[config.mk]
export PLATFORM = sky130hd
export DESIGN_NAME = utf8_validate_count_top_flat
export DESIGN_NICKNAME = d
export VERILOG_FILES = /design/src/utf8v_pkg.sv /design/src/utf8v_if.sv /design/src/utf8_validate_count_top.sv /design/src/flat_wrapper.sv
export VERILOG_INCLUDE_DIRS = /design/src /design/src/src
export SDC_FILE = /design/constraint.sdc
export NUM_CORES = 1
export LEC_CHECK = 0
export ABC_AREA = 1
export BUFFER_PORTS_ARGS = -buffer_cell sky130_fd_sc_hd__buf_2
export CORE_MARGIN = 5
export CORE_UTILIZATION = 40
export DETAILED_ROUTE_END_ITERATION = 8
export GPL_TIMING_DRIVEN = 0
export PLACE_DENSITY_LB_ADDON = 0.1
export SYNTH_ARGS = -nofsm -noshare
export SYNTH_HDL_FRONTEND = slang
export SYNTH_SLANG_ARGS = --single-unit
export TNS_END_PERCENT = 5
[constraint.sdc]
create_clock -name clk -period 4.31 [get_ports clk]
set_clock_uncertainty 0.15 [all_clocks]
set_input_delay 0.431 -clock clk [delete_from_list [all_inputs] [get_ports clk]]
set_output_delay 0.431 -clock clk [all_outputs]
set_load 0.005 [all_outputs]
[src/assert_macros.svh]
// Assertion macros shared by the RTL of the UTF-8 validator.
// Users must have clk and arst_n in scope.
`ifndef ASSERT_MACROS_SVH
`define ASSERT_MACROS_SVH

// Implication in the same cycle, disabled during reset.
`define ASSERT_IMPL(label, ante, cons, msg) \
	label: assert property (@(posedge clk) disable iff (!arst_n) (ante) |-> (cons)) \
		else $error(msg);

// Implication checked in the next cycle, disabled during reset.
`define ASSERT_NEXT(label, ante, cons, msg) \
	label: assert property (@(posedge clk) disable iff (!arst_n) (ante) |=> (cons)) \
		else $error(msg);

`endif

[src/utf8v_pkg.sv]
// Package of the UTF-8 validator: status and command codes, register indexes,
// code point constants and the overlong floor lookup. No dependencies.
`default_nettype none

package utf8v_pkg;

	localparam int CHAR_W    = 10;
	localparam int BYTE_W    = 12;
	localparam int CP_W      = 21;
	localparam int CFG_DATA_W = 12;

	localparam logic [CHAR_W-1:0] CHAR_LIMIT_RST = 10'd500;
	localparam logic [BYTE_W-1:0] BYTE_LIMIT_RST = 12'd2000;

	localparam logic [CP_W-1:0] CP_MAX  = 21'h10FFFF;
	localparam logic [CP_W-1:0] SURR_LO = 21'h00D800;
	localparam logic [CP_W-1:0] SURR_HI = 21'h00DFFF;

	typedef enum logic [2:0] {
		ST_PROGRESS  = 3'd0,
		ST_VALID     = 3'd1,
		ST_INVALID   = 3'd2,
		ST_TRUNCATED = 3'd3,
		ST_TOO_LONG  = 3'd4
	} status_t;

	typedef enum logic {
		CMD_BYTE = 1'b0,
		CMD_END  = 1'b1
	} cmd_t;

	typedef enum logic {
		CFG_CHAR_LIMIT = 1'b0,
		CFG_BYTE_LIMIT = 1'b1
	} cfg_reg_t;

	// Smallest code point allowed for a sequence of the given length class.
	function automatic logic [CP_W-1:0] class_floor(input logic [1:0] cls);
		logic [CP_W-1:0] f;
		unique case (cls)
			2'd0: f = 21'h000000;
			2'd1: f = 21'h000080;
			2'd2: f = 21'h000800;
			2'd3: f = 21'h010000;
			default: f = 21'h000000;
		endcase
		return f;
	endfunction

endpackage

`default_nettype wire

[src/utf8v_if.sv]
// Channel interfaces of the UTF-8 validator: text byte input and result output.
// Depends on utf8v_pkg.
`default_nettype none

interface utf8v_in_if;
	import utf8v_pkg::*;

	logic       valid;
	logic       ready;
	cmd_t       command;
	logic [7:0] text_byte;

	modport source (output valid, output command, output text_byte, input ready);
	modport sink   (input valid, input command, input text_byte, output ready);
endinterface

interface utf8v_out_if;
	import utf8v_pkg::*;

	logic              valid;
	logic              ready;
	status_t           status;
	logic              final_verdict;
	logic              char_complete;
	logic [CP_W-1:0]   code_point;
	logic [CHAR_W-1:0] chars_seen;
	logic [BYTE_W-1:0] bytes_seen;

	modport source (output valid, output status, output final_verdict, output char_complete,
		output code_point, output chars_seen, output bytes_seen, input ready);
	modport sink   (input valid, input status, input final_verdict, input char_complete,
		input code_point, input chars_seen, input bytes_seen, output ready);
endinterface

`default_nettype wire

[src/utf8_validate_count_top.sv]
// Streaming UTF-8 validator with character and byte limits, top level.
// Depends on utf8v_pkg, utf8v_if.sv and assert_macros.svh.
//
//   channel    | dir | content
//   text_in    | in  | command, text_byte
//   result_out | out | status, final_verdict, char_complete, code_point,
//              |     | chars_seen, bytes_seen
//   cfg_*      | in  | char_limit / byte_limit writes, no read-back
//
// One transaction per cycle unless the result stalls; input register, then result register.
// Decode, validation and counter update sit combinationally between the two registers.
// A stalled result holds the output register; the input register takes one more byte only if empty.
// Reset clears decoder state and counters and loads the limits with 500 and 2000.
`default_nettype none

module utf8_validate_count_top (
	input  wire                            clk,
	input  wire                            arst_n,
	input  wire                            cfg_we,
	input  wire utf8v_pkg::cfg_reg_t       cfg_index,
	input  wire [utf8v_pkg::CFG_DATA_W-1:0] cfg_data,
	utf8v_in_if.sink                       text_in,
	utf8v_out_if.source                    result_out
);
	import utf8v_pkg::*;

	// Limits
	logic [CHAR_W-1:0] char_limit_q;
	logic [BYTE_W-1:0] byte_limit_q;

	// Input register
	logic       valid_s1;
	cmd_t       command_s1;
	logic [7:0] text_byte_s1;

	// Decoder state
	logic [1:0]        bytes_pending_q;
	logic [CP_W-1:0]   partial_point_q;
	logic [1:0]        overlong_floor_q;
	logic [CHAR_W-1:0] char_total_q;
	logic [BYTE_W-1:0] byte_total_q;
	status_t           first_error_q;

	// Result register
	logic              valid_s2;
	status_t           status_s2;
	logic              final_verdict_s2;
	logic              char_complete_s2;
	logic [CP_W-1:0]   code_point_s2;
	logic [CHAR_W-1:0] chars_seen_s2;
	logic [BYTE_W-1:0] bytes_seen_s2;

	// Next values
	logic [1:0]        pend_d;
	logic [CP_W-1:0]   part_d;
	logic [1:0]        floor_d;
	logic [CHAR_W-1:0] ct_d;
	logic [BYTE_W-1:0] bt_d;
	status_t           fe_d;
	status_t           status_d;
	logic              done_d;
	logic [CP_W-1:0]   cp_d;
	logic [CHAR_W-1:0] chars_out_d;
	logic [BYTE_W-1:0] bytes_out_d;

	logic [BYTE_W:0]   byte_next;
	logic [CHAR_W:0]   char_next;
	logic [CP_W-1:0]   cont_cp;
	logic              fin_req;
	logic [CP_W-1:0]   fin_cp;
	logic [1:0]        fin_cls;

	logic adv;

	assign adv            = valid_s1 && (!valid_s2 || result_out.ready);
	assign text_in.ready  = !valid_s1 || adv;

	assign byte_next = {1'b0, byte_total_q} + {{BYTE_W{1'b0}}, 1'b1};
	assign char_next = {1'b0, char_total_q} + {{CHAR_W{1'b0}}, 1'b1};
	assign cont_cp   = {partial_point_q[CP_W-7:0], text_byte_s1[5:0]};

	always_comb begin
		pend_d      = bytes_pending_q;
		part_d      = partial_point_q;
		floor_d     = overlong_floor_q;
		ct_d        = char_total_q;
		bt_d        = byte_total_q;
		fe_d        = first_error_q;
		status_d    = first_error_q;
		done_d      = 1'b0;
		cp_d        = '0;
		chars_out_d = char_total_q;
		bytes_out_d = byte_total_q;
		fin_req     = 1'b0;
		fin_cp      = '0;
		fin_cls     = 2'd0;

		if (command_s1 == CMD_END) begin
			if (first_error_q == ST_TOO_LONG || byte_total_q > byte_limit_q) begin
				status_d = ST_TOO_LONG;
			end else if (first_error_q != ST_PROGRESS) begin
				status_d = first_error_q;
			end else if (bytes_pending_q != 2'd0) begin
				status_d = ST_TRUNCATED;
			end else begin
				status_d = ST_VALID;
			end
			pend_d  = 2'd0;
			part_d  = '0;
			floor_d = 2'd0;
			ct_d    = '0;
			bt_d    = '0;
			fe_d    = ST_PROGRESS;
		end else begin
			// byte overflow overrides any earlier error
			if (byte_next > {1'b0, byte_limit_q}) begin
				fe_d = ST_TOO_LONG;
			end
			bt_d = byte_next[BYTE_W] ? '1 : byte_next[BYTE_W-1:0];

			if (text_byte_s1[7:6] == 2'b10 && bytes_pending_q != 2'd0) begin
				pend_d = bytes_pending_q - 2'd1;
				if (bytes_pending_q == 2'd1) begin
					fin_req = 1'b1;
					fin_cp  = cont_cp;
					fin_cls = overlong_floor_q;
					part_d  = '0;
					floor_d = 2'd0;
				end else begin
					part_d = cont_cp;
				end
			end else begin
				if (bytes_pending_q != 2'd0) begin
					if (fe_d == ST_PROGRESS) fe_d = ST_INVALID;
					pend_d  = 2'd0;
					part_d  = '0;
					floor_d = 2'd0;
				end
				priority casez (text_byte_s1)
					8'b0???????: begin
						fin_req = 1'b1;
						fin_cp  = {{(CP_W-8){1'b0}}, text_byte_s1};
						fin_cls = 2'd0;
					end
					8'b110?????: begin
						part_d  = {{(CP_W-5){1'b0}}, text_byte_s1[4:0]};
						pend_d  = 2'd1;
						floor_d = 2'd1;
					end
					8'b1110????: begin
						part_d  = {{(CP_W-4){1'b0}}, text_byte_s1[3:0]};
						pend_d  = 2'd2;
						floor_d = 2'd2;
					end
					8'b11110???: begin
						part_d  = {{(CP_W-3){1'b0}}, text_byte_s1[2:0]};
						pend_d  = 2'd3;
						floor_d = 2'd3;
					end
					default: begin
						if (fe_d == ST_PROGRESS) fe_d = ST_INVALID;
					end
				endcase
			end

			if (fin_req) begin
				if (fin_cp < class_floor(fin_cls) || fin_cp > CP_MAX ||
						(fin_cp >= SURR_LO && fin_cp <= SURR_HI)) begin
					if (fe_d == ST_PROGRESS) fe_d = ST_INVALID;
				end else begin
					done_d = 1'b1;
					cp_d   = fin_cp;
					if (char_next > {1'b0, char_limit_q} && fe_d == ST_PROGRESS) begin
						fe_d = ST_TOO_LONG;
					end
					ct_d = char_next[CHAR_W] ? '1 : char_next[CHAR_W-1:0];
				end
			end

			status_d    = fe_d;
			chars_out_d = ct_d;
			bytes_out_d = bt_d;
		end
	end

	always_ff @(posedge clk or negedge arst_n) begin
		if (!arst_n) begin
			char_limit_q <= CHAR_LIMIT_RST;
			byte_limit_q <= BYTE_LIMIT_RST;
		end else if (cfg_we) begin
			unique case (cfg_index)
				CFG_CHAR_LIMIT: char_limit_q <= cfg_data[CHAR_W-1:0];
				CFG_BYTE_LIMIT: byte_limit_q <= cfg_data[BYTE_W-1:0];
				default: ;
			endcase
		end
	end

	always_ff @(posedge clk or negedge arst_n) begin
		if (!arst_n) begin
			valid_s1 <= 1'b0;
		end else if (text_in.ready) begin
			valid_s1 <= text_in.valid;
		end
	end

	always_ff @(posedge clk) begin
		if (text_in.valid && text_in.ready) begin
			command_s1   <= text_in.command;
			text_byte_s1 <= text_in.text_byte;
		end
	end

	always_ff @(posedge clk or negedge arst_n) begin
		if (!arst_n) begin
			bytes_pending_q  <= 2'd0;
			partial_point_q  <= '0;
			overlong_floor_q <= 2'd0;
			char_total_q     <= '0;
			byte_total_q     <= '0;
			first_error_q    <= ST_PROGRESS;
		end else if (adv) begin
			bytes_pending_q  <= pend_d;
			partial_point_q  <= part_d;
			overlong_floor_q <= floor_d;
			char_total_q     <= ct_d;
			byte_total_q     <= bt_d;
			first_error_q    <= fe_d;
		end
	end

	always_ff @(posedge clk or negedge arst_n) begin
		if (!arst_n) begin
			valid_s2 <= 1'b0;
		end else if (adv) begin
			valid_s2 <= 1'b1;
		end else if (result_out.ready) begin
			valid_s2 <= 1'b0;
		end
	end

	always_ff @(posedge clk) begin
		if (adv) begin
			status_s2        <= status_d;
			final_verdict_s2 <= (command_s1 == CMD_END);
			char_complete_s2 <= done_d;
			code_point_s2    <= cp_d;
			chars_seen_s2    <= chars_out_d;
			bytes_seen_s2    <= bytes_out_d;
		end
	end

	assign result_out.valid         = valid_s2;
	assign result_out.status        = status_s2;
	assign result_out.final_verdict = final_verdict_s2;
	assign result_out.char_complete = char_complete_s2;
	assign result_out.code_point    = code_point_s2;
	assign result_out.chars_seen    = chars_seen_s2;
	assign result_out.bytes_seen    = bytes_seen_s2;

`include "assert_macros.svh"

	`ASSERT_IMPL(a_floor_idle, bytes_pending_q == 2'd0, overlong_floor_q == 2'd0,
		"overlong class left set with no sequence pending")
	`ASSERT_NEXT(a_end_clears, adv && command_s1 == CMD_END,
		byte_total_q == '0 && bytes_pending_q == 2'd0 && first_error_q == ST_PROGRESS,
		"end of text did not clear the text state")
	`ASSERT_IMPL(a_end_no_char, valid_s2 && final_verdict_s2,
		!char_complete_s2 && code_point_s2 == '0 && status_s2 != ST_PROGRESS,
		"final verdict carries a character or no verdict")
	`ASSERT_IMPL(a_cp_legal, valid_s2 && char_complete_s2,
		code_point_s2 <= CP_MAX && (code_point_s2 < SURR_LO || code_point_s2 > SURR_HI),
		"completed character outside the legal code point range")

endmodule

`default_nettype wire

[src/flat_wrapper.sv]
// flat-port wrapper written by rule: the top's interface ports become plain ports
module utf8_validate_count_top_flat import utf8v_pkg::*;
  (clk, arst_n, cfg_we, cfg_index, cfg_data, text_in_valid, text_in_command, text_in_text_byte, text_in_ready, result_out_valid, result_out_status, result_out_final_verdict, result_out_char_complete, result_out_code_point, result_out_chars_seen, result_out_bytes_seen, result_out_ready);
  utf8v_in_if text_in_i ();
  utf8v_out_if result_out_i ();
  input  wire clk;
  input  wire arst_n;
  input  wire cfg_we;
  input  wire utf8v_pkg::cfg_reg_t cfg_index;
  input  wire [utf8v_pkg::CFG_DATA_W-1:0] cfg_data;
  input wire logic [$bits(text_in_i.valid)-1:0] text_in_valid;
  input wire logic [$bits(text_in_i.command)-1:0] text_in_command;
  input wire logic [$bits(text_in_i.text_byte)-1:0] text_in_text_byte;
  output wire logic [$bits(text_in_i.ready)-1:0] text_in_ready;
  output wire logic [$bits(result_out_i.valid)-1:0] result_out_valid;
  output wire logic [$bits(result_out_i.status)-1:0] result_out_status;
  output wire logic [$bits(result_out_i.final_verdict)-1:0] result_out_final_verdict;
  output wire logic [$bits(result_out_i.char_complete)-1:0] result_out_char_complete;
  output wire logic [$bits(result_out_i.code_point)-1:0] result_out_code_point;
  output wire logic [$bits(result_out_i.chars_seen)-1:0] result_out_chars_seen;
  output wire logic [$bits(result_out_i.bytes_seen)-1:0] result_out_bytes_seen;
  input wire logic [$bits(result_out_i.ready)-1:0] result_out_ready;
  assign text_in_i.valid = text_in_valid;
  assign text_in_i.command = text_in_command;
  assign text_in_i.text_byte = text_in_text_byte;
  assign text_in_ready = text_in_i.ready;
  assign result_out_valid = result_out_i.valid;
  assign result_out_status = result_out_i.status;
  assign result_out_final_verdict = result_out_i.final_verdict;
  assign result_out_char_complete = result_out_i.char_complete;
  assign result_out_code_point = result_out_i.code_point;
  assign result_out_chars_seen = result_out_i.chars_seen;
  assign result_out_bytes_seen = result_out_i.bytes_seen;
  assign result_out_i.ready = result_out_ready;
  utf8_validate_count_top u_core (.clk(clk), .arst_n(arst_n), .cfg_we(cfg_we), .cfg_index(cfg_index), .cfg_data(cfg_data), .text_in(text_in_i), .result_out(result_out_i));
endmodule
==> qor.csv, run 1 <==
metric,value,unit
die_area,19400,um^2
via_per_inst,5.04,
first_pass_iters,5,
p_clk_share,36.3,%
drt-initial-drc-count,353,
cts_tree,done,
worst_ep_arrival_time,3.68,ns
synthArstFlopShare,54.4,%
final-instance-count-excl-fill,1090,
p_int,2.50,mW
coreArea,16500,um^2
fmax,272,MHz
grt_usage,18.0,%
route.detailed.drc,0,
leakagePower,3.70,nW
cts_buffers,17,
syn_inst,759,
drv_cap,0,
yosys_most_used_dff,edfxtp_1,
fin_crit,3.68,ns
syn2layout_area_growth,19.1,%
slew_headroom,52.0,%
power_density,461,nW/um^2
worst_pin_slew,0.717,ns
place_inst,1057,
worstPathMaxFanout,6,
fin_util,48.2,%
htree_levels,4,
setup_viol,0,
std_cell_rows,47,
diodes,0,
grt_max_degree,69,
finalMaxSlewViolations,0,
yosysTopAreaCellShare,25.7,%
hold_viol,0,
ys_seq_elements,125,
critPathCaptureType,flip-flop,
layout.nets,925,
vias,5490,
synth_edf_count,57,
place_area,7380,um^2
hold_path_class,primary input to flip-flop,
grt_use_met2,27.4,%
place.gp.congestion,0.901,
crit_end,u_core.result_out.status[1]$_DFFE_PP_,
wire_per_inst,15.7,um
cp-start-kind,flip-flop,
grt_pass1_vias,5437,
crit_type,flip-flop to flip-flop,
p_switching,1.16,mW
grt_pass1_wl,27900,um
post-route-period-util,85.5,%
p_seq_share,42.4,%
ant_nets,0,
ios,77,
final_cell_area,7940,um^2
syn_nets,827,
clk_latency,0.42,ns
synth_area_leaders,"edfxtp_1 (26%), dfrtp_1 (21%), nand2_1 (9.4%)",
portBuffers,76,
cts_resized,0,
status,finished clean,
synth.distinct_cells,37,
reg2reg_to,u_core.result_out.status[1]$_DFFE_PP_,
cp.required,4.31,ns
met3_usage,3.72,%
ys_seq_area_share,51.4,%
clkTransAtPathRegs,0.06,ns
dp_hpwl,12800,um
swShare,31.7,%
power_frac_comb,21.4,%
cts_sinks,125,
dieWidth,139,um
start_util,40.5,%
r2r_slack,0.63,ns
synth_most_common_cell,nand2_1,
synth_warnings,0,
grt_antenna_before_repair,0,
wirelength,17100,um
r2r_cells,20,
cts-root-buf,clkbuf_16,
setup_tns,0,ns
grt_setup_unrepaired,false,
clockBufferDepth,2,
synth_area,6670,um^2
synth_top_area_cell,edfxtp_1,
drive_gt1_share,17.0,%
busiest_layer,met2,
grt.met1_usage,25.7,%
cp-startpoint,u_core.byte_total_q[2]$_DFFE_PN0P_,
synth.avg_cell_area,8.79,um^2
overflow,0,
die_h,139,um
rr_startpoint,u_core.byte_total_q[2]$_DFFE_PN0P_,
yosys-top-cells-count,"nand2_1 (167), inv_1 (115), o21ai_0 (88)",
irDropWorstVdd,0.000290,V
state kept, by name, summed over array words and instances (netlist names):
name,cells
u_core.first_error_q,3
u_core.overlong_floor_q,2
u_core.valid_s1,1
u_core.text_byte_s1,8
u_core.bytes_pending_q,2
u_core.partial_point_q,15
u_core.result_out.code_point,21
u_core.result_out.chars_seen,10
u_core.char_limit_q,10
u_core.byte_total_q,12
u_core.result_out.valid,1
u_core.command_s1,1
u_core.result_out.bytes_seen,12
u_core.result_out.status,3
u_core.result_out.char_complete,1
u_core.result_out.final_verdict,1
u_core.char_total_q,10
u_core.byte_limit_q,12
cells in the final DEF, fill, tap and decap left out, drive strengths merged, types with 19 or more instances in the layout:
cell type,count
dfrtp,56
nand3,47
a21oi,19
edfxtp,57
nand2,169
inv,120
buf,85
clkbuf,37
nor3,19
ha,41
o21ai,112
nor2,47
power by group through the flow:
stage               clock, mW  combinational, mW  sequential (mW)
floorplan                   0              0.496             1.56
global placement            0              0.756             1.57
detailed placement          0              0.784             1.57
CTS                      1.36              0.790             1.55
global route             1.41              0.897             1.57
finish                   1.33              0.782             1.55
through the flow:
step,power (mW),hold WS (ns),setup slack (ns)
3_5_place_dp,2.36,0.327,0.734
3_3_place_gp,2.33,0.322,0.397
5_1_grt,3.87,0.0165,0.301
4_1_cts,3.70,0.00761,0.690
6_report,3.66,0.0305,0.627
2_1_floorplan,2.05,-0.0146,1.33
critical path: stages (launching register included):
cell     delay (ns)
dfrtp_1        0.43
inv_1          0.08
nor3_1         0.36
nand2_1        0.16
nor2_1         0.16
nand3_1        0.15
nor3_1         0.22
xor2_1         0.18
inv_1          0.08
ha_1           0.32
nand3_1        0.08
nor2_1         0.15
nand3_1        0.09
nand3_1        0.09
nand2_1        0.15
a21oi_1        0.17
nand2_1        0.06
nand2_1        0.07
nand2_1        0.06
nand2_1        0.07
o21ai_0        0.13
final cells by class:
class	count	area, um^2
clock inverter	12	88.8
multi-input combinational	491	2680
buffer	24	118
sequential	125	3430
fill	1602	8520
clock buffer	20	467
inverter	119	447
timing repair buffer	79	440
tap	220	275
worst min path at each step:
stage	slack [ns]	end	depth (start not counted)	from
finish	0.03	u_core.text_byte_s1[1]$_DFFE_PP_	1	text_in_text_byte[1]
global route	0.02	u_core.text_byte_s1[1]$_DFFE_PP_	1	text_in_text_byte[1]
CTS	0.008	u_core.text_byte_s1[5]$_DFFE_PP_	1	text_in_text_byte[5]
detailed placement	0.33	u_core.char_limit_q[3]$_DFFE_PN0P_	2	arst_n
global placement	0.32	u_core.byte_limit_q[1]$_DFFE_PN0P_	2	u_core.byte_limit_q[1]$_DFFE_PN0P_
floorplan	-0.01	u_core.byte_limit_q[0]$_DFFE_PN0P_	0	arst_n
routing by layer:
metal  part of all wire, %  wire [um]
met1                    49       8360
met5                     0          0
met3                   4.6        786
met2                    45       7740
met4                   1.1        195
repair_timing:
item	CTS	global route
setup buffers	0	0
endpoints found under the hold margin	56	0
hold buffers	1	0
cells by family (layout without fill, tap and decap cells):
group	Yosys count	after routing	share of synthesized area, %
AND/OR/NAND/NOR	295	295	19.6
AO/OA/AOI/OAI	144	144	11.4
buffers and inverters	143	254	8.46
flip-flops	125	125	51.4
adder cells (fa/ha/maj)	41	41	7.69
XOR/XNOR	11	11	1.44
Power figures use the tool's default switching activity.
==> run 2, diff against run 1 <==
--- a/config.mk
+++ b/config.mk
@@ -10,8 +10,8 @@
 export BUFFER_PORTS_ARGS = -buffer_cell sky130_fd_sc_hd__buf_2
 export CORE_MARGIN = 5
 export CORE_UTILIZATION = 40
+export CTS_BUF_LIST = sky130_fd_sc_hd__clkbuf_16
 export DETAILED_ROUTE_END_ITERATION = 8
-export GPL_TIMING_DRIVEN = 0
 export PLACE_DENSITY_LB_ADDON = 0.1
 export SYNTH_ARGS = -nofsm -noshare
 export SYNTH_HDL_FRONTEND = slang
==> run 2 against run 1 <==
- setup slack better by 0.24 ns
- worst hold slack barely moved
- design area shrank 1.9%
- critical path depth stayed put
- count of clock-buffer cells in the layout decreased by 3
- die area is the same
==> qor.csv, run 2 (synthesis results as in run 1) <==
metric,value,unit
leakagePower,3.63,nW
grt_pass1_wl,26200,um
path_cells,inv_1 > nor3_1 > nand2_1 > nor2_1 > nand3_1 > nor3_1 > xor2_1 > inv_1 > ha_1 > nand3_1 > nor2_1 > nand3_1 > nand3_1 > nand2_1 > a21oi_1 > nand2_1 > nand2_1 > nand2_1 > nand2_1 > o21ai_0,
clockBufferDepth,2,
fin_crit,3.45,ns
diodes,0,
worstPathMaxFanout,6,
slowest_delay,0.42,ns
hold_path_class,primary input to flip-flop,
crit_type,flip-flop to flip-flop,
start_util,40.5,%
mostFrequentLayoutCells,"nand2_1 (167), inv_1 (114), o21ai_0 (88)",
clkTransAtPathRegs,0.06,ns
cts_tree,done,
cts_buffers,17,
std_cell_rows,47,
irDropWorstVdd,0.000290,V
power_frac_comb,20.9,%
fmax,290,MHz
layout.nets,905,
p_total,3.56,mW
crit_cells,20,
wirelength,15900,um
place_inst,1037,
largest_reg_flops,21,
vias,5290,
r2r_cells,20,
syn2layout_area_growth,16.8,%
critPathCaptureType,flip-flop,
p_switching,1.13,mW
power_density,458,nW/um^2
die_h,139,um
cp-startpoint,u_core.byte_total_q[2]$_DFFE_PN0P_,
cp.required,4.32,ns
post-route-period-util,80.0,%
crit_top_cell,nand2_1,
clk_latency,0.42,ns
cts_sinks,125,
p_int,2.44,mW
cpLargestDelayFamily,simple AND/OR/NAND/NOR gates,
cts_resized,0,
portBuffers,76,
swShare,31.6,%
die_area,19400,um^2
setup_tns,0,ns
place.gp.congestion,0.945,
p_seq_share,43.5,%
ios,77,
hold_viol,0,
coreArea,16500,um^2
crit_buf_inv,2,
grt_pass1_vias,5113,
grt_usage,16.8,%
dp_hpwl,11600,um
first_pass_iters,5,
cts-root-buf,clkbuf_16,
setup_viol,0,
final-instance-count-excl-fill,1070,
cp-start-kind,flip-flop,
drt-initial-drc-count,487,
ant_nets,0,
worst_ep_arrival_time,3.46,ns
reg2reg_to,u_core.result_out.status[1]$_DFFE_PP_,
grt_antenna_before_repair,0,
htree_levels,4,
worst_pin_slew,0.844,ns
grt_max_degree,55,
wire_per_inst,14.8,um
status,finished clean,
post-cts-setup-buffers,0,
grt_setup_unrepaired,false,
rr_startpoint,u_core.byte_total_q[2]$_DFFE_PN0P_,
crit_end,u_core.result_out.status[1]$_DFFE_PP_,
finalMaxSlewViolations,0,
drive_gt1_share,16.9,%
r2r_slack,0.86,ns
dieWidth,139,um
slew_headroom,43.7,%
via_per_inst,4.94,
final_common_cell,nand2_1,
p_clk_share,35.6,%
overflow,0,
crit_path_top_delay_cell,dfrtp_1,
route.detailed.drc,0,
drv_cap,0,
[run 2: cell count changes in the layout (fill, tap and decap cells not counted), sizes merged]
cell	before	now
buf	85	82
clkbuf	37	17
clkinv	6	9
[run 2: area by class of cell]
class / count / area (um^2)
Inverter: 119 / 447
Sequential cell: 125 / 3430
Fill cell: 1623 / 8680
Tap cell: 220 / 275
Clock buffer: 17 / 425
Clock inverter: 15 / 100
Timing Repair Buffer: 83 / 435
Multi-Input combinational cell: 491 / 2680
[run 2: worst min path at each step]
| stage | start | endpoint | depth (start not counted) |
|---|---|---|---|
| after detailed placement | u_core.char_limit_q[9]$_DFFE_PN0P_ | u_core.char_limit_q[9]$_DFFE_PN0P_ | 2 |
| after global placement | u_core.char_limit_q[3]$_DFFE_PN0P_ | u_core.char_limit_q[3]$_DFFE_PN0P_ | 2 |
| final | text_in_text_byte[5] | u_core.text_byte_s1[5]$_DFFE_PP_ | 1 |
| after floorplan | arst_n | u_core.byte_limit_q[0]$_DFFE_PN0P_ | 0 |
| after CTS | text_in_text_byte[5] | u_core.text_byte_s1[5]$_DFFE_PP_ | 1 |
| after global routing | text_in_text_byte[5] | u_core.text_byte_s1[5]$_DFFE_PP_ | 1 |
[run 2: power groups by stage]
stage                     logic, mW  clock network (mW)  registers (mW)
after floorplan               0.496                   0            1.56
after global placement        0.739                   0            1.57
after detailed placement      0.750                   0            1.57
after CTS                     0.756                1.30            1.55
after global routing          0.857                1.36            1.57
final                         0.746                1.27            1.55
[run 2: metrics by stage]
step / hold WS (ns) / setup WS (ns) / cell area [um^2] / utilization [%]
after floorplan: -0.0146 / 1.33 / 6670 / -
after global placement: 0.325 / 1.02 / 7250 / 44.1
after detailed placement: 0.328 / 0.812 / 7250 / 44.1
after CTS: 0.00689 / 0.824 / 7790 / 47.3
after global routing: 0.00647 / 0.468 / 7790 / 47.3
final: 0.0301 / 0.863 / 7790 / 47.3
[run 2: repair_timing]
item	in CTS	in global routing
hold endpoints to repair	29	0
hold buffers	1	0
endpoints found under the setup margin	0	0
[run 2: per-layer routing]
metal,up-vias,global-route usage [%],part of all wire [%]
li1,2681,-,-
met3,26,4.00,5.5
met2,133,25.7,45
met5,-,0,0
met4,0,6.28,1.8
met1,2450,23.5,48
==> run 3, diff against run 2 <==
--- a/config.mk
+++ b/config.mk
@@ -6,7 +6,7 @@
 export SDC_FILE = /design/constraint.sdc
 export NUM_CORES = 1
 export LEC_CHECK = 0
-export ABC_AREA = 1
+export ABC_AREA = 0
 export BUFFER_PORTS_ARGS = -buffer_cell sky130_fd_sc_hd__buf_2
 export CORE_MARGIN = 5
 export CORE_UTILIZATION = 40
==> constraint.sdc (replaced) <==
create_clock -name clk -period 3.2 [get_ports clk]
set_clock_uncertainty 0.15 [all_clocks]
set_input_delay 0.32 -clock clk [delete_from_list [all_inputs] [get_ports clk]]
set_output_delay 0.32 -clock clk [all_outputs]
set_load 0.005 [all_outputs]
==> run 3 against run 2 <==
- via count down 3.6%
- worst hold slack got worse by 0.015 ns
- setup slack got worse by 0.75 ns
- critical path type unchanged
- largest cell class unchanged
==> qor.csv, run 3 <==
metric,value,unit
htree_levels,4,
route.detailed.drc,0,
drive_gt1_share,28.2,%
drt-initial-drc-count,328,
wirelength,16200,um
synth.avg_cell_area,10.8,um^2
synth_top_area_cell,edfxtp_1,
hold_path_class,primary input to flip-flop,
grt_setup_unrepaired,true,
ys_seq_elements,125,
worst_ep_arrival_time,3.10,ns
setup_viol,0,
worstPathMaxFanout,6,
r2r_cells,11,
clockBufferDepth,2,
top_layer,met4,
grt_pass1_wl,26900,um
std_cell_rows,47,
synthArstFlopShare,54.4,%
cp-startpoint,u_core.bytes_pending_q[0]$_DFFE_PN0P_,
p_seq_share,43.0,%
cts_tree,done,
crit_buf_inv,2,
final_common_cell,buf_2,
mostFrequentLayoutCells,"buf_2 (76), nand2_1 (60), edfxtp_1 (57)",
hold_viol,0,
p_switching,1.30,mW
die_area,19400,um^2
fin_util,50.6,%
layout.nets,807,
wl_met3,558,um
place.gp.congestion,0.903,
critPathCaptureType,flip-flop,
synth.distinct_cells,69,
slowest_delay,0.38,ns
worst_pin_slew,0.863,ns
post-route-period-util,96.6,%
ant_nets,0,
synth_area_leaders,"edfxtp_1 (26%), dfrtp_1 (21%), ha_1 (7.7%)",
synth_warnings,0,
cpLargestDelayFamily,simple AND/OR/NAND/NOR gates,
path_cells,inv_1 > ha_2 > and4bb_4 > nand3_2 > ha_4 > a211oi_2 > a31oi_2 > o211ai_4 > nor3_4 > buf_6 > mux2_1,
dp_hpwl,11700,um
cts_sinks,125,
clkTransAtPathRegs,0.06,ns
die_h,139,um
grt_pass1_vias,5164,
leakagePower,3.73,nW
drv_cap,0,
swShare,28.2,%
fin_crit,3.09,ns
synth_area,6700,um^2
status,finished clean,
hold_slack,0.0148,ns
grt_usage,17.0,%
overflow,0,
first_pass_iters,5,
largest_reg_flops,21,
yosys_most_used_dff,edfxtp_1,
crit_type,flip-flop to flip-flop,
syn2layout_area_growth,24.9,%
crit_end,u_core.result_out.chars_seen[1]$_DFFE_PP_,
met2WireLength,7600,um
vias,5100,
irDropWorstVdd,0.000347,V
cts_buffers,17,
cp-start-kind,flip-flop,
cp.required,3.21,ns
yosysTopAreaCellShare,25.6,%
wire_per_inst,16.7,um
final-instance-count-excl-fill,972,
syn_nets,686,
syn_inst,618,
grt_max_degree,37,
grt_antenna_before_repair,0,
synth_edf_count,57,
reg2reg_to,u_core.result_out.chars_seen[1]$_DFFE_PP_,
m1WireLength,7790,um
finalMaxSlewViolations,0,
crit_cells,11,
p_total,4.60,mW
crit_path_top_delay_cell,and4bb_4,
via_per_inst,5.25,
cts-root-buf,clkbuf_16,
p_clk_share,38.6,%
power_frac_comb,18.4,%
coreArea,16500,um^2
fmax,324,MHz
ys_seq_area_share,51.2,%
p_int,3.31,mW
rr_startpoint,u_core.bytes_pending_q[0]$_DFFE_PN0P_,
place_inst,915,
clk_latency,0.41,ns
r2r_slack,0.11,ns
setup_tns,0,ns
power_density,551,nW/um^2
synth_most_common_cell,nand2_1,
diodes,0,
dieWidth,139,um
start_util,40.5,%
portBuffers,76,
slew_headroom,42.5,%
yosys-top-cells-count,"nand2_1 (60), edfxtp_1 (57), dfrtp_1 (56)",
ios,77,
## run 3: changes by cell type after synthesis, sizes merged, moves of 18 or more
cell,change
o21ai,-80
nand2b,+18
inv,-84
mux2,+25
and3,+23
nor2,-21
nand3,-28
nand2,-109
## run 3: layer usage
metal | track usage, % | vias up
li1 | - | 2502
met1 | 24.2 | 2484
met2 | 26.4 | 95
met3 | 3.40 | 19
met4 | 5.51 | 0
met5 | 0 | -
## run 3: stage by stage
stage | worst slack [ns] | instance area [um^2]
3_5_place_dp | -0.00137 | 7480
2_1_floorplan | 0.0271 | 6720
3_3_place_gp | 0.115 | 7480
6_report | 0.109 | 8360
4_1_cts | 0.00208 | 8240
5_1_grt | -0.0327 | 8360
## run 3: what timing repair did
item / 4_1_cts / 5_1_grt
pin swaps: 0 / 10
hold buffers: 21 / 0
endpoints found under the hold margin: 46 / 0
setup endpoints to repair: 1 / 29
setup buffers: 0 / 4
resized for setup: 1 / 18
## run 3: cells by family (layout without fill, tap and decap cells)
logic type	Yosys count	after routing	synth area share, %
adders and majority gates	41	41	7.66
and+or+nand+nor	208	208	17.0
muxes	27	27	4.50
DFF	125	125	51.2
xor gates and xnor gates	18	18	2.35
AOI/OAI and AO/OA	133	133	13.4
buffers and inverters	66	200	3.92
## run 3: how the worst min path moves through the flow
stage,start,end,slack [ns],cells past startpoint
3_3_place_gp,u_core.bytes_pending_q[1]$_DFFE_PN0P_,u_core.bytes_pending_q[1]$_DFFE_PN0P_,0.31,2
3_5_place_dp,u_core.bytes_pending_q[1]$_DFFE_PN0P_,u_core.bytes_pending_q[1]$_DFFE_PN0P_,0.33,2
2_1_floorplan,arst_n,u_core.byte_limit_q[0]$_DFFE_PN0P_,-0.13,0
4_1_cts,cfg_data[3],u_core.char_limit_q[3]$_DFFE_PN0P_,0.0002,3
5_1_grt,cfg_data[3],u_core.char_limit_q[3]$_DFFE_PN0P_,0.01,3
6_report,cfg_data[3],u_core.char_limit_q[3]$_DFFE_PN0P_,0.01,3
## run 3: final cells by class
class | instances | area [um^2]
multi-input combinational | 427 | 3090
fill | 1523 | 8170
inverter | 35 | 131
clock inverter | 15 | 126
sequential | 125 | 3430
tap | 220 | 275
clock buffer | 17 | 425
timing repair buffer | 133 | 877
## run 3: power groups by stage
stage / Sequential (mW) / Combinational (mW) / Clock [mW]
final: 1.98 / 0.845 / 1.78
after detailed placement: 2.01 / 0.806 / 0
after global placement: 2.00 / 0.792 / 0
after CTS: 1.98 / 0.832 / 1.82
after global routing: 2.00 / 0.955 / 1.90
after floorplan: 1.98 / 0.531 / 0
## run 3: worst register-to-register path: cells and delay by family (launching register included)
family          cells  cell delay (ns)
mux                 1             0.31
compound gates      3             0.45
fa+ha+maj           2             0.48
simple gates        3             0.83
flops               1             0.37
buf+inv             2             0.24
